--- src/rtl/hnpt_pkg.sv ---
`default_nettype none
package hnpt_pkg;

    localparam int HOST_SLOTS = 16;
    localparam int NET_SLOTS  = 16;
    localparam int HIDX_W     = (HOST_SLOTS > 1) ? $clog2(HOST_SLOTS) : 1;
    localparam int NIDX_W     = (NET_SLOTS > 1) ? $clog2(NET_SLOTS) : 1;

    typedef logic [HIDX_W-1:0] t_hidx;
    typedef logic [NIDX_W-1:0] t_nidx;

    typedef logic [1:0] t_tag;
    localparam t_tag TAG_INVALID = 2'd0;
    localparam t_tag TAG_IPV4    = 2'd1;
    localparam t_tag TAG_IPV6    = 2'd2;

    typedef enum logic [2:0] {
        MODE_ADD_HOST   = 3'd0,
        MODE_ADD_NET    = 3'd1,
        MODE_CHECK      = 3'd2,
        MODE_CLEAR_HOST = 3'd3,
        MODE_CLEAR_NET  = 3'd4
    } t_mode;

    typedef enum logic [1:0] {
        S_IDLE,
        S_RUN,
        S_FIN
    } t_state;

    // request held stable for the whole walk down the chains
    typedef struct packed {
        t_mode       mode;
        t_tag        tag;
        logic [63:0] hi;
        logic [63:0] lo;
        logic [7:0]  pfx;
    } t_req;

    // token handed from cell to cell
    typedef struct packed {
        logic  valid;
        logic  hit;
        logic  free_ok;
        t_hidx free_idx;
    } t_htok;

    typedef struct packed {
        logic  valid;
        logic  hit;
        logic  free_ok;
        t_nidx free_idx;
    } t_ntok;

    function automatic logic [7:0] clamp_prefix(input logic v6, input logic [7:0] p);
        logic [7:0] lim;
        lim = v6 ? 8'd128 : 8'd32;
        return (p > lim) ? lim : p;
    endfunction

    // network mask, upper half in bits 127..64; prefix already clamped
    function automatic logic [127:0] prefix_mask(input logic v6, input logic [7:0] pfx);
        logic [127:0] m;
        logic [31:0]  m4;
        m  = '0;
        m4 = '0;
        if (v6) begin
            if (pfx != 8'd0) m = {128{1'b1}} << (8'd128 - pfx);
        end else begin
            if (pfx != 8'd0) m4 = {32{1'b1}} << (6'd32 - pfx[5:0]);
            m = {96'h0, m4};
        end
        return m;
    endfunction

endpackage
`default_nettype wire

--- src/rtl/hnpt_host_cell.sv ---
`default_nettype none
module hnpt_host_cell (
    input  wire logic           i_clk,
    input  wire logic           i_rst_n,
    input  wire hnpt_pkg::t_hidx i_index,
    input  wire hnpt_pkg::t_req  i_req,
    input  wire hnpt_pkg::t_htok i_tok,
    input  wire logic           i_wr,
    output hnpt_pkg::t_htok     o_tok
);

    hnpt_pkg::t_tag  r_tag;
    logic [63:0]     r_hi;
    logic [63:0]     r_lo;
    hnpt_pkg::t_htok r_tok;
    hnpt_pkg::t_htok n_tok;
    logic            w_tag_eq;
    logic            w_match;

    assign w_tag_eq = (r_tag == i_req.tag);
    assign w_match  = w_tag_eq && (r_hi == i_req.hi) && (r_lo == i_req.lo);

    always_comb begin
        n_tok = i_tok;
        if (i_tok.valid) begin
            if (w_match) n_tok.hit = 1'b1;
            // lowest free slot wins: first invalid cell down the chain
            if (!i_tok.free_ok && (r_tag == hnpt_pkg::TAG_INVALID)) begin
                n_tok.free_ok  = 1'b1;
                n_tok.free_idx = i_index;
            end
        end
    end

    always_ff @(posedge i_clk) begin
        if (!i_rst_n) begin
            r_tag <= hnpt_pkg::TAG_INVALID;
            r_tok <= '0;
        end else begin
            r_tok <= n_tok;
            if (i_wr) begin
                r_tag <= i_req.tag;
            end else if (i_tok.valid && (i_req.mode == hnpt_pkg::MODE_CLEAR_HOST)
                         && w_tag_eq) begin
                r_tag <= hnpt_pkg::TAG_INVALID;
            end
        end
    end

    always_ff @(posedge i_clk) begin
        if (i_wr) begin
            r_hi <= i_req.hi;
            r_lo <= i_req.lo;
        end
    end

    assign o_tok = r_tok;

endmodule
`default_nettype wire

--- config.mk ---
export PLATFORM = sky130hd
export DESIGN_NAME = hnpt_host_cell
export DESIGN_NICKNAME = d
export VERILOG_FILES = /design/src/rtl/hnpt_pkg.sv /design/src/rtl/hnpt_host_cell.sv
export SDC_FILE = /design/constraint.sdc
export NUM_CORES = 1
export LEC_CHECK = 0
export BUFFER_PORTS_ARGS = -buffer_cell sky130_fd_sc_hd__buf_2
export CELL_PAD_IN_SITES_DETAIL_PLACEMENT = 1
export CELL_PAD_IN_SITES_GLOBAL_PLACEMENT = 2
export CORE_ASPECT_RATIO = 0.7
export CORE_UTILIZATION = 35
export DETAILED_ROUTE_END_ITERATION = 16
export PLACE_DENSITY_LB_ADDON = 0.1
export SLEW_MARGIN = 20
export SYNTH_ARGS = -nofsm -noshare
export SYNTH_HDL_FRONTEND = slang
export SYNTH_SLANG_ARGS = --single-unit
export TNS_END_PERCENT = 100
--- constraint.sdc ---
create_clock -name i_clk -period 1.64 [get_ports i_clk]
set_input_delay 0.082 -clock i_clk [delete_from_list [all_inputs] [get_ports i_clk]]
set_output_delay 0.082 -clock i_clk [all_outputs]
set_load 0.02 [all_outputs]
* Word-level counts from Yosys, hierarchy flattened
Index checks and enable logic that the tools add are counted.
** Word-level totals
- Flip-flop bits (word level) :: 137
- Latch bits :: 0
- Bits in writable memories :: 0
- Memory bits (read-only) :: 0
- Output and inout bits :: 7
- Word-level logic and storage cells :: 24
- Memories kept :: 0
** Cells by class
- $add $sub $neg :: 0
- Multipliers :: 0
- Div/mod/pow operators :: 0
- $lt $le $gt $ge :: 0
- Eq/ne operators :: 4
- Shift operators :: 0
- Multiplexer cells :: 5
- Bitwise gates (word level) :: 0
- Reductions and logical operators :: 8
** Operators with widths (number)
- $eq 64x64->1 :: 2
- $mux 6 :: 1
- $logic_and 1x1->1 :: 5
- $mux 5 :: 1
- $mux 2 :: 2
- $eq 3x2->1 const B :: 1
- $eq 2x2->1 :: 1
- $logic_not 2->1 :: 1
- $reduce_bool 2->1 :: 1
- $logic_not 1->1 :: 1
- $mux 1 :: 1

* Logic depth before layout (Yosys ltp)
Gate-level depths: netlist (run 1).
- Word-level depth :: 5
- Gate-level depth with buffers :: 6

* Worst setup path before layout (run 1)
OpenSTA, ideal clock, no wires.
- Path kind :: register to register
- Start point :: register r_hi[9]
- End point :: register r_tok (netlist bit o_tok[5])
- Library setup time :: 0.060 ns
- Arrival :: 1.425 ns
- Slack :: 0.155 ns
- Cell stages (with the launch flop) :: 7
- Path buffers :: 0
- Period minus slack after synthesis :: 1.485 ns
- Cells stage by stage :: edfxtp_1 > nand2b_1 > o2111ai_1 > a2111oi_2 > nand4_1 > nor4_1 > a32o_1
** On the way
- Word-level cells in the longest chain between the ends :: 5
** Ends and longest elaborated chain
- from (decl) :: line hnpt_host_cell.sv:13 : logic [63:0] r_hi;
- from (signal assigned) :: line hnpt_host_cell.sv:52 : r_hi <= i_req.hi;
- $eq 64x64->1 :: line hnpt_host_cell.sv:21 : assign w_match = w_tag_eq && (r_hi == i_req.hi) && (r_lo == i_req.lo);
- $logic_and 1x1->1 (2 in a row) :: line hnpt_host_cell.sv:21
- $mux 1 :: line hnpt_host_cell.sv:26 : if (w_match) n_tok.hit = 1'b1;
- $mux 6 :: line hnpt_host_cell.sv:25 : if (i_tok.valid) begin
- to (signal assigned) :: line hnpt_host_cell.sv:40 : r_tok <= n_tok;
- to (decl) :: line hnpt_host_cell.sv:15 : hnpt_pkg::t_htok r_tok;
No other way between the ends.
A chain may end at the register's enable or synchronous reset.

* Worst setup path in the final report (run 1)
- Start point :: input i_req[75] in the netlist's numbering
- End point :: register r_tok (netlist bit o_tok[5])
** On the way
- Word-level cells in the longest chain between the ends :: 5
** Ends and longest elaborated chain
- from (decl) :: line hnpt_host_cell.sv:6 : input wire hnpt_pkg::t_req i_req,
- $eq 64x64->1 :: line hnpt_host_cell.sv:21
- $logic_and 1x1->1 (2 in a row) :: line hnpt_host_cell.sv:21
- $mux 1 :: line hnpt_host_cell.sv:26
- $mux 6 :: line hnpt_host_cell.sv:25
No other way between the ends.

==> results of run 1 <==
==> cells in the mapped netlist, types with 2 or more instances <==
cell type,number
nand4_1,11
a22o_1,3
nand2b_1,3
nor2b_1,8
o22ai_1,17
o2bb2ai_1,16
mux2i_1,4
xor2_1,55
inv_1,47
dfxtp_1,9
inv_2,6
nand3_1,2
nor2_1,2
nor4_1,21
nor3_1,2
a22oi_1,4
xnor2_1,18
clkinv_1,5
edfxtp_1,128
a221oi_1,11
==> routing by layer <==
metal	part of all wire, %	wire [µm]
met5	0	0
met4	1.0	168
met3	3.8	640
met2	48	8020
met1	47	7860
==> critical path: cells and delay by family <==
kind | cells | cell delay (ps)
compound gates | 2 | 450
simple gates | 3 | 860
buf+inv | 2 | 690
==> cell families after synthesis <==
logic type / synth area share, %
AO/OA/AOI/OAI: 8.55
XOR/XNOR: 11.1
buffers and inverters: 3.84
flip-flops: 69.8
multiplexers: 0.694
AND/OR/NAND/NOR: 6.03
==> power breakdown <==
part	leakage [µW]	switching (µW)	internal, µW
registers	0.00133	116	4130
logic	0.00205	537	628
clock network	0.000298	1590	2430
total	0.00368	2250	7180
==> registers in the layout (all words and copies together), names as in the netlist <==
register	flops
r_lo	64
r_tag	2
o_tok	7
r_hi	64
==> layout make-up <==
type	count	share of cell area (%)
Inverter	58	2.40
Sequential cell	137	44.4
Clock inverter	15	2.10
Clock buffer	17	4.69
Timing Repair Buffer	312	26.0
Multi-Input combinational cell	192	17.4
Tap cell	220	3.04
==> how the worst max path moves through the flow <==
stage,start,end,depth (start not counted)
4_1_cts,r_hi[40],o_tok[5],6
6_report,i_req[75],o_tok[5],7
5_1_grt,r_lo[13],o_tok[5],6
2_1_floorplan,r_hi[9],o_tok[5],6
3_5_place_dp,r_hi[19],o_tok[5],5
3_3_place_gp,r_hi[19],o_tok[5],5
==> per-stage QoR <==
stage	total power, µW	std cells	hold slack (ps)	setup WS, ps
after CTS	9540	950	46.3	-55.7
after floorplan	4660	388	181	155
after global routing	9780	951	44.3	-173
final	9430	951	55.5	-80.4
after detailed placement	5180	776	276	-395
after global placement	5150	776	276	-387
==> what timing repair did <==
action,4_1_cts,5_1_grt
pin swaps,8,6
endpoints found under the setup margin,1,1
endpoints found under the hold margin,137,0
hold buffers,142,0
setup buffers,0,1
gates resized for setup,8,2
==> flow_summary_export.csv, run 1 <==
group,metric,value,unit
clock_tree,cts_tree,"done",
yosys,ys_seq_area_share,69.8,%
clock_tree,clk_latency,420,ps
placed_design,dp_hpwl,11100,µm
run_status,violations,"negative setup slack",
global_route,grt_use_met3,4.57,%
setup_path,setup.worst_path.end_class,"flip-flop",
yosys,async_flop_share,0,%
finish,syn2layout_area_growth,57.2,%
setup_path,critPathKind,"in -> reg",
timing,period_share,105,%
clock_tree,htreeDepth,4,
hold_path,holdPathEnd,"r_lo[29]",
setup_path,rr_startpoint,"r_lo[13]",
detailed_routing,vias,4402,
floorplanning,dieArea,17000,µm²
setup_path,crit_path_top_delay_cell,"dlygate4sd3_1",
detailed_routing,drt-initial-drc-count,229,
placed_design,post_dp_cell_area,6960,µm²
timing,finClkSkew,12.1,ps
yosys,synth_seq_cells,137,
finish,register_area,4020,µm²
hold_path,worstHoldStart,"i_wr",
yosys,syn_area,5770,µm²
yosys,synthCells,388,
clock_tree,cts.sinks,137,
timing,hold_viol_final,0,
yosys,ys.flop_type,"edfxtp_1",
setup_path,cp-start-kind,"primary input",
hold_path,worst_hold_path.num_cells,1,
detailed_routing,viasPerCell,4.63,
setup_path,path_cells,"dlygate4sd3_1 -> buf_2 -> a22o_1 -> nor4_4 -> nand4_1 -> nor3_2 -> a32o_1",
yosys,synth-edff-count,128,
detailed_routing,postRouteWirelength,16700,µm
finish,antenna_cells,0,
timing,rsz0062_at_grt,"true",
finish,final_cell_mix,"152 x buf_2, 142 x dlygate4sd3_1, 128 x edfxtp_1",
timing,slew_viol_final,0,
clock_tree,path_clk_slew,60,ps
finish,nFillCells,1626,
yosys,ys_warn_count,0,
floorplanning,fp.dieW,155,µm
global_route,met1_usage,26.4,%
run,drv_cap,0,
finish,nets,873,
setup_path,critPathMaxFanout,3,
finish,layout-drive-gt1-share,30.1,%
setup_path,r2r_slack,-80,ps
timing,max_freq,0.581,GHz
yosys,ys_types,36,
finish,multi_input_area,1580,µm²
finish,post-route-util,57.4,%
global_route,grt_max_degree,44,
floorplanning,core-area,15800,µm²
setup_path,max_stage_delay,540,ps
yosys,synth_nets,543,
global_route,antenna_found_initial,0,
detailed_routing,wl_per_cell,17.5,µm
setup_path,worst-r2r-cell-count,6,
timing,worstMarginPinSlew,398,ps
detailed_routing,dr.pass1.iters,4,
timing,setup_ws,-80.4,ps
global_route,grt_pass1_vias,4853,
setup_path,cp.arrival,2080,ps
finish,layout_commonest_cell,"buf_2",
detailed_routing,ant_nets,0,
global_route,grt-busiest-layer,"met2",
timing,setup_violations,1,
global_route,grt_first_pass_wirelength,25200,µm
clock_tree,cts_made_buffers,17,
setup_path,cp.required,1990,ps
floorplanning,pin_count,162,
power,ir_worst_vdd,694,µV
yosys,synth_top_area_cell,"edfxtp_1",
yosys,synth_top_area_share,66.7,%
global_route,grtUsageMet2,33.8,%
clock_tree,clockBufferDepth,2,
global_route,grt.total_usage,20.3,%
floorplanning,row_count,38,
yosys,synthTopCellsByArea,"edfxtp_1 67%, xor2_1 8.4%, dfxtp_1 3.1%",
power,p_leak,0.00368,µW
floorplanning,die_y,109,µm
yosys,avgSynthCellArea,14.9,µm²
setup_path,rr_endpoint,"o_tok[5]",
timing,slew_headroom,73.5,%
detailed_routing,drc,0,
finish,fin_area,9060,µm²
run_status,status,"finished with violations",
timing,fin_tns_setup,-80.4,ps
placed_design,gp_congestion,0.792,
power,p_per_area,1040,nW/µm²
hold_path,hold_class,"in -> reg",
timing,min_period,1720,ps
floorplanning,start_util,36.5,%
clock_tree,clockRootBuffer,"clkbuf_16",
global_route,grt_overflow,0,
placed_design,portBuffers,153,
Power figures use the tool's default switching activity.
==> run 2, diff against run 1 <==
--- a/config.mk
+++ b/config.mk
@@ -7,10 +7,11 @@
 export LEC_CHECK = 0
 export BUFFER_PORTS_ARGS = -buffer_cell sky130_fd_sc_hd__buf_2
 export CELL_PAD_IN_SITES_DETAIL_PLACEMENT = 1
-export CELL_PAD_IN_SITES_GLOBAL_PLACEMENT = 2
+export CELL_PAD_IN_SITES_GLOBAL_PLACEMENT = 1
 export CORE_ASPECT_RATIO = 0.7
-export CORE_UTILIZATION = 35
+export CORE_UTILIZATION = 40
 export DETAILED_ROUTE_END_ITERATION = 16
+export MAX_ROUTING_LAYER = met4
 export PLACE_DENSITY_LB_ADDON = 0.1
 export SLEW_MARGIN = 20
 export SYNTH_ARGS = -nofsm -noshare
==> run 2 against run 1 <==
The run still ends with negative setup slack left. First-iteration DRC count fell by 5.7%. Non-clock buffer count rose by 1. Sequential cell count stayed put. Cell count shrank 3.0%. Power shrank 1.1%. Setup slack worse by 1.5 ps. Worst hold slack improved by 14 ps. Clock skew rose by 0.62 ps. Critical path type is now reg -> reg. Critical path depth is 1 lower.
==> flow_summary_export.csv, run 2 (synthesis gave the netlist of run 1 again) <==
group,metric,value,unit
run_status,status,"finished with violations",
run_status,violations,"negative setup slack",
clock_tree,clockRootBuffer,"clkbuf_16",
finish,nets,874,
timing,slew_viol_final,0,
hold_path,worstHoldStart,"i_rst_n",
floorplanning,row_count,36,
global_route,antenna_found_initial,0,
finish,layout-drive-gt1-share,29.9,%
clock_tree,clk_latency,410,ps
placed_design,dp_hpwl,11000,µm
finish,nFillCells,1377,
power,p_comb_share,12.6,%
setup_path,critical_path.top_delay_family,"compound AO/OA/AOI/OAI gates",
power,p_sw_share,23.3,%
setup_path,worst-r2r-cell-count,6,
global_route,grt_first_pass_wirelength,26400,µm
detailed_routing,drc,0,
power,p_leak,0.00367,µW
hold_path,holdPathEnd,"o_tok[4]",
timing,max_freq,0.581,GHz
placed_design,gp_congestion,0.835,
clock_tree,postCtsSetupRepairBufs,0,
clock_tree,clockBufferDepth,2,
detailed_routing,ant_nets,0,
detailed_routing,postRouteWirelength,16800,µm
power,p_per_area,1040,nW/µm²
setup_path,r2r_slack,-80,ps
setup_path,cp.arrival,2060,ps
detailed_routing,wl_per_cell,18.3,µm
clock_tree,cts_tree,"done",
setup_path,path_cells,"buf_4 -> a22o_1 -> a221oi_2 -> nand4_4 -> nor4_1 -> a32o_1",
hold_path,hold_class,"in -> reg",
finish,syn2layout_area_growth,56.3,%
power,clock_power_share,41.9,%
detailed_routing,drt-initial-drc-count,216,
power,internal_power,7160,µW
floorplanning,dieArea,14900,µm²
floorplanning,pin_count,162,
floorplanning,fp.dieW,145,µm
global_route,grt_pass1_vias,4949,
setup_path,max_stage_delay,380,ps
timing,setup_violations,1,
floorplanning,core-area,14000,µm²
timing,hold_viol_final,0,
placed_design,dp_slack,-257,ps
run,drv_cap,0,
floorplanning,die_y,102,µm
power,pwr-share-seq,45.5,%
finish,final_cell_mix,"152 x buf_2, 142 x dlygate4sd3_1, 128 x edfxtp_1",
placed_design,portBuffers,153,
clock_tree,cts.sinks,137,
global_route,grt.total_usage,24.6,%
finish,layout_commonest_cell,"buf_2",
setup_path,critPathKind,"reg -> reg",
global_route,grt_max_degree,45,
timing,worstMarginPinSlew,487,ps
hold_path,worst_hold_path.num_cells,3,
setup_path,rr_startpoint,"r_hi[30]",
timing,setup_ws,-81.9,ps
detailed_routing,vias,4467,
placed_design,post_dp_cell_area,6930,µm²
setup_path,cp-start-kind,"flip-flop",
clock_tree,cts_made_buffers,17,
setup_path,critPathMaxFanout,2,
clock_tree,htreeDepth,4,
timing,min_period,1720,ps
detailed_routing,dr.pass1.iters,4,
placed_design,dp.cells,748,
finish,fin_area,9010,µm²
finish,antenna_cells,0,
clock_tree,path_clk_slew,60,ps
timing,finClkSkew,12.7,ps
detailed_routing,viasPerCell,4.84,
finish,stdcell_count,922,
setup_path,cp.required,1980,ps
floorplanning,start_util,41.2,%
setup_path,setup.worst_path.end_class,"flip-flop",
setup_path,crit_path_top_delay_cell,"edfxtp_1",
power,ir_worst_vdd,669,µV
timing,rsz0062_at_grt,"true",
setup_path,rr_endpoint,"o_tok[5]",
global_route,grt_overflow,0,
power,p_sw,2170,µW
setup_path,path_buf_inv,1,
timing,period_share,105,%
timing,slew_headroom,67.6,%
## run 2: worst max path at each step
| stage | from | depth (start not counted) | endpoint |
|---|---|---|---|
| finish | r_hi[30] | 6 | o_tok[5] |
| global route | r_hi[35] | 6 | o_tok[5] |
| CTS | r_hi[63] | 6 | o_tok[5] |
| detailed placement | r_hi[19] | 6 | o_tok[5] |
| global placement | r_hi[19] | 6 | o_tok[5] |
| floorplan | r_hi[9] | 6 | o_tok[5] |
## run 2: worst min-delay path, stage by stage
cell    delay (ps)
buf_2           90
buf_4          150
o21a_1         120
## run 2: stage by stage
step,TNS [ps],power [µW],utilization (%),hold slack (ps)
after floorplan,0,4660,-,181
after global placement,-281,5130,49.5,277
after detailed placement,-257,5180,49.5,278
after CTS,-43.0,9380,64.2,54.0
after global routing,-215,9640,64.3,58.2
final,-81.9,9330,64.3,69.4
## run 2: final cells by class
type                    count  area (µm²)  area share, %
repair buffers            313        2350           26.1
clock buffers              19         433           4.80
inverters                  58         218           2.42
flip-flops and latches    137        4020           44.6
multi-input cells         192        1590           17.6
clock inverters            13         166           1.85
well taps                 190         238           2.64
## run 2: power by group through the flow
stage / registers [µW] / logic (µW) / clock network [µW]
2_1_floorplan: 4300 / 357 / 0
3_3_place_gp: 4300 / 830 / 0
3_5_place_dp: 4320 / 860 / 0
4_1_cts: 4240 / 1160 / 3980
5_1_grt: 4280 / 1280 / 4090
6_report: 4250 / 1180 / 3910
## run 2: repair_timing
item / CTS / global route
hold buffers: 142 / 0
setup endpoints to repair: 1 / 1
gates resized for setup: 8 / 2
pin swaps: 7 / 0
gates cloned: 0 / 0
endpoints found under the hold margin: 137 / 0
## run 2: per-layer routing
metal,wire [µm],track usage (%),vias to the layer above
li1,-,-,2131
met1,7450,30.3,2176
met2,8340,41.2,141
met3,845,4.69,19
met4,200,8.26,0
met5,0,-,-
==> run 3, diff against run 2 <==
--- a/config.mk
+++ b/config.mk
@@ -13,6 +13,7 @@
 export DETAILED_ROUTE_END_ITERATION = 16
 export MAX_ROUTING_LAYER = met4
 export PLACE_DENSITY_LB_ADDON = 0.1
+export SKIP_LAST_GASP = 1
 export SLEW_MARGIN = 20
 export SYNTH_ARGS = -nofsm -noshare
 export SYNTH_HDL_FRONTEND = slang
==> run 3 against run 2 <==
The run still ends with negative setup slack left. Clock power about the same. Critical path depth unchanged. Combinational power about the same. Register-to-register slack about the same. First-iteration DRC count down 2.8%. Die area unchanged. Setup slack worse by 14 ps. Critical path type unchanged.
==> flow_summary_export.csv, run 3 (synthesis gave the netlist of run 1 again) <==
group,metric,value,unit
run_status,status,"finished with violations",
run_status,violations,"negative setup slack",
floorplanning,fp.dieW,145,µm
timing,max_freq,0.576,GHz
finish,layout_commonest_cell,"buf_2",
clock_tree,clockRootBuffer,"clkbuf_16",
timing,rsz0062_at_grt,"true",
clock_tree,clockBufferDepth,2,
power,p_per_area,1030,nW/µm²
setup_path,cp.arrival,2070,ps
global_route,grt_first_pass_wirelength,26400,µm
finish,syn2layout_area_growth,56.2,%
timing,worstMarginPinSlew,483,ps
clock_tree,cts.sinks,137,
timing,setup_violations,1,
timing,period_share,106,%
placed_design,gp_congestion,0.835,
setup_path,cp-start-kind,"flip-flop",
hold_path,hold_class,"in -> reg",
finish,stdcell_count,922,
global_route,antenna_found_initial,0,
floorplanning,die_y,102,µm
detailed_routing,wl_per_cell,18.3,µm
finish,final_cell_mix,"152 x buf_2, 142 x dlygate4sd3_1, 128 x edfxtp_1",
detailed_routing,viasPerCell,4.84,
clock_tree,path_clk_slew,60,ps
timing,fin_tns_setup,-96.0,ps
clock_tree,cts_tree,"done",
setup_path,critPathKind,"reg -> reg",
finish,antenna_cells,0,
clock_tree,htreeDepth,4,
detailed_routing,ant_nets,0,
floorplanning,pin_count,162,
global_route,grt.total_usage,24.6,%
detailed_routing,drc,0,
detailed_routing,dr.pass1.iters,5,
timing,slew_headroom,67.8,%
floorplanning,core-area,14000,µm²
setup_path,cp.required,1980,ps
power,ir_worst_vdd,670,µV
timing,slew_viol_final,0,
setup_path,critPathMaxFanout,2,
detailed_routing,vias,4467,
finish,nets,874,
finish,nFillCells,1377,
floorplanning,row_count,36,
placed_design,portBuffers,153,
global_route,grt_max_degree,45,
timing,setup_ws,-96.0,ps
timing,finClkSkew,17.1,ps
power,p_leak,0.00366,µW
detailed_routing,drt-initial-drc-count,210,
placed_design,dp.cells,748,
placed_design,dp_hpwl,11000,µm
global_route,grt_pass1_vias,4949,
finish,layout-drive-gt1-share,29.8,%
setup_path,setup.worst_path.end_class,"flip-flop",
run,drv_cap,0,
global_route,grt_overflow,0,
clock_tree,clk_latency,410,ps
timing,hold_viol_final,0,
floorplanning,dieArea,14900,µm²
floorplanning,start_util,41.2,%
clock_tree,cts_made_buffers,17,
detailed_routing,postRouteWirelength,16900,µm
timing,min_period,1740,ps
==> run 3: worst max-delay path, cell delays in order (launching register included) <==
cell	delay, ps
edfxtp_1	380
buf_4	150
a22o_1	260
a221oi_2	280
nand4_4	130
nor4_1	280
a32o_1	210
==> run 3: report_power, final <==
part,switching (µW),internal [µW],total (µW)
combinational,551,622,1170
sequential,120,4130,4250
clock,1490,2410,3900
==> run 3: repair_timing <==
| action | 4_1_cts | 5_1_grt |
|---|---|---|
| setup buffers | 0 | 0 |
| hold endpoints to repair | 137 | 0 |
| gates resized for setup | 8 | 1 |
| hold buffers | 142 | 0 |
| gates cloned | 0 | 0 |
| pin swaps | 7 | 0 |
| endpoints found under the setup margin | 1 | 1 |
==> run 3: cell type report <==
| type | instances | area [µm²] | area share [%] |
|---|---|---|---|
| sequential | 137 | 4020 | 44.7 |
| tap | 190 | 238 | 2.64 |
| clock buffer | 19 | 433 | 4.81 |
| timing repair buffer | 313 | 2350 | 26.1 |
| inverter | 58 | 218 | 2.42 |
| clock inverter | 13 | 166 | 1.85 |
| multi-input combinational | 192 | 1580 | 17.5 |
==> run 3: worst paths after layout <==
| path | startpoint | endpoint | slack [ps] | depth (start not counted) |
|---|---|---|---|---|
| hold reg to reg | r_tag[1] | r_tag[1] | 610 | 2 |
| setup / recovery | r_hi[30] | o_tok[5] | -100 | 6 |
| setup reg to reg | r_hi[30] | o_tok[5] | -100 | 6 |
| hold / removal | i_rst_n | o_tok[4] | 70 | 3 |
==> run 3: metal layers <==
metal	GRT usage (%)	wire, µm	vias up
met5	-	0	-
met4	8.26	178	0
met3	4.69	896	18
met2	41.2	8410	144
met1	30.3	7380	2174
li1	-	-	2131
==> run 3: per-stage QoR <==
stage	utilization (%)	power [µW]	instance area (µm²)	hold WS (ps)	worst slack, ps
3_3_place_gp	49.5	5130	6930	277	-281
4_1_cts	64.2	9380	9000	54.0	-43.0
5_1_grt	64.3	9640	9010	58.2	-237
6_report	64.3	9320	9010	72.4	-96.0
3_5_place_dp	49.5	5180	6930	278	-257
2_1_floorplan	-	4660	5770	181	155
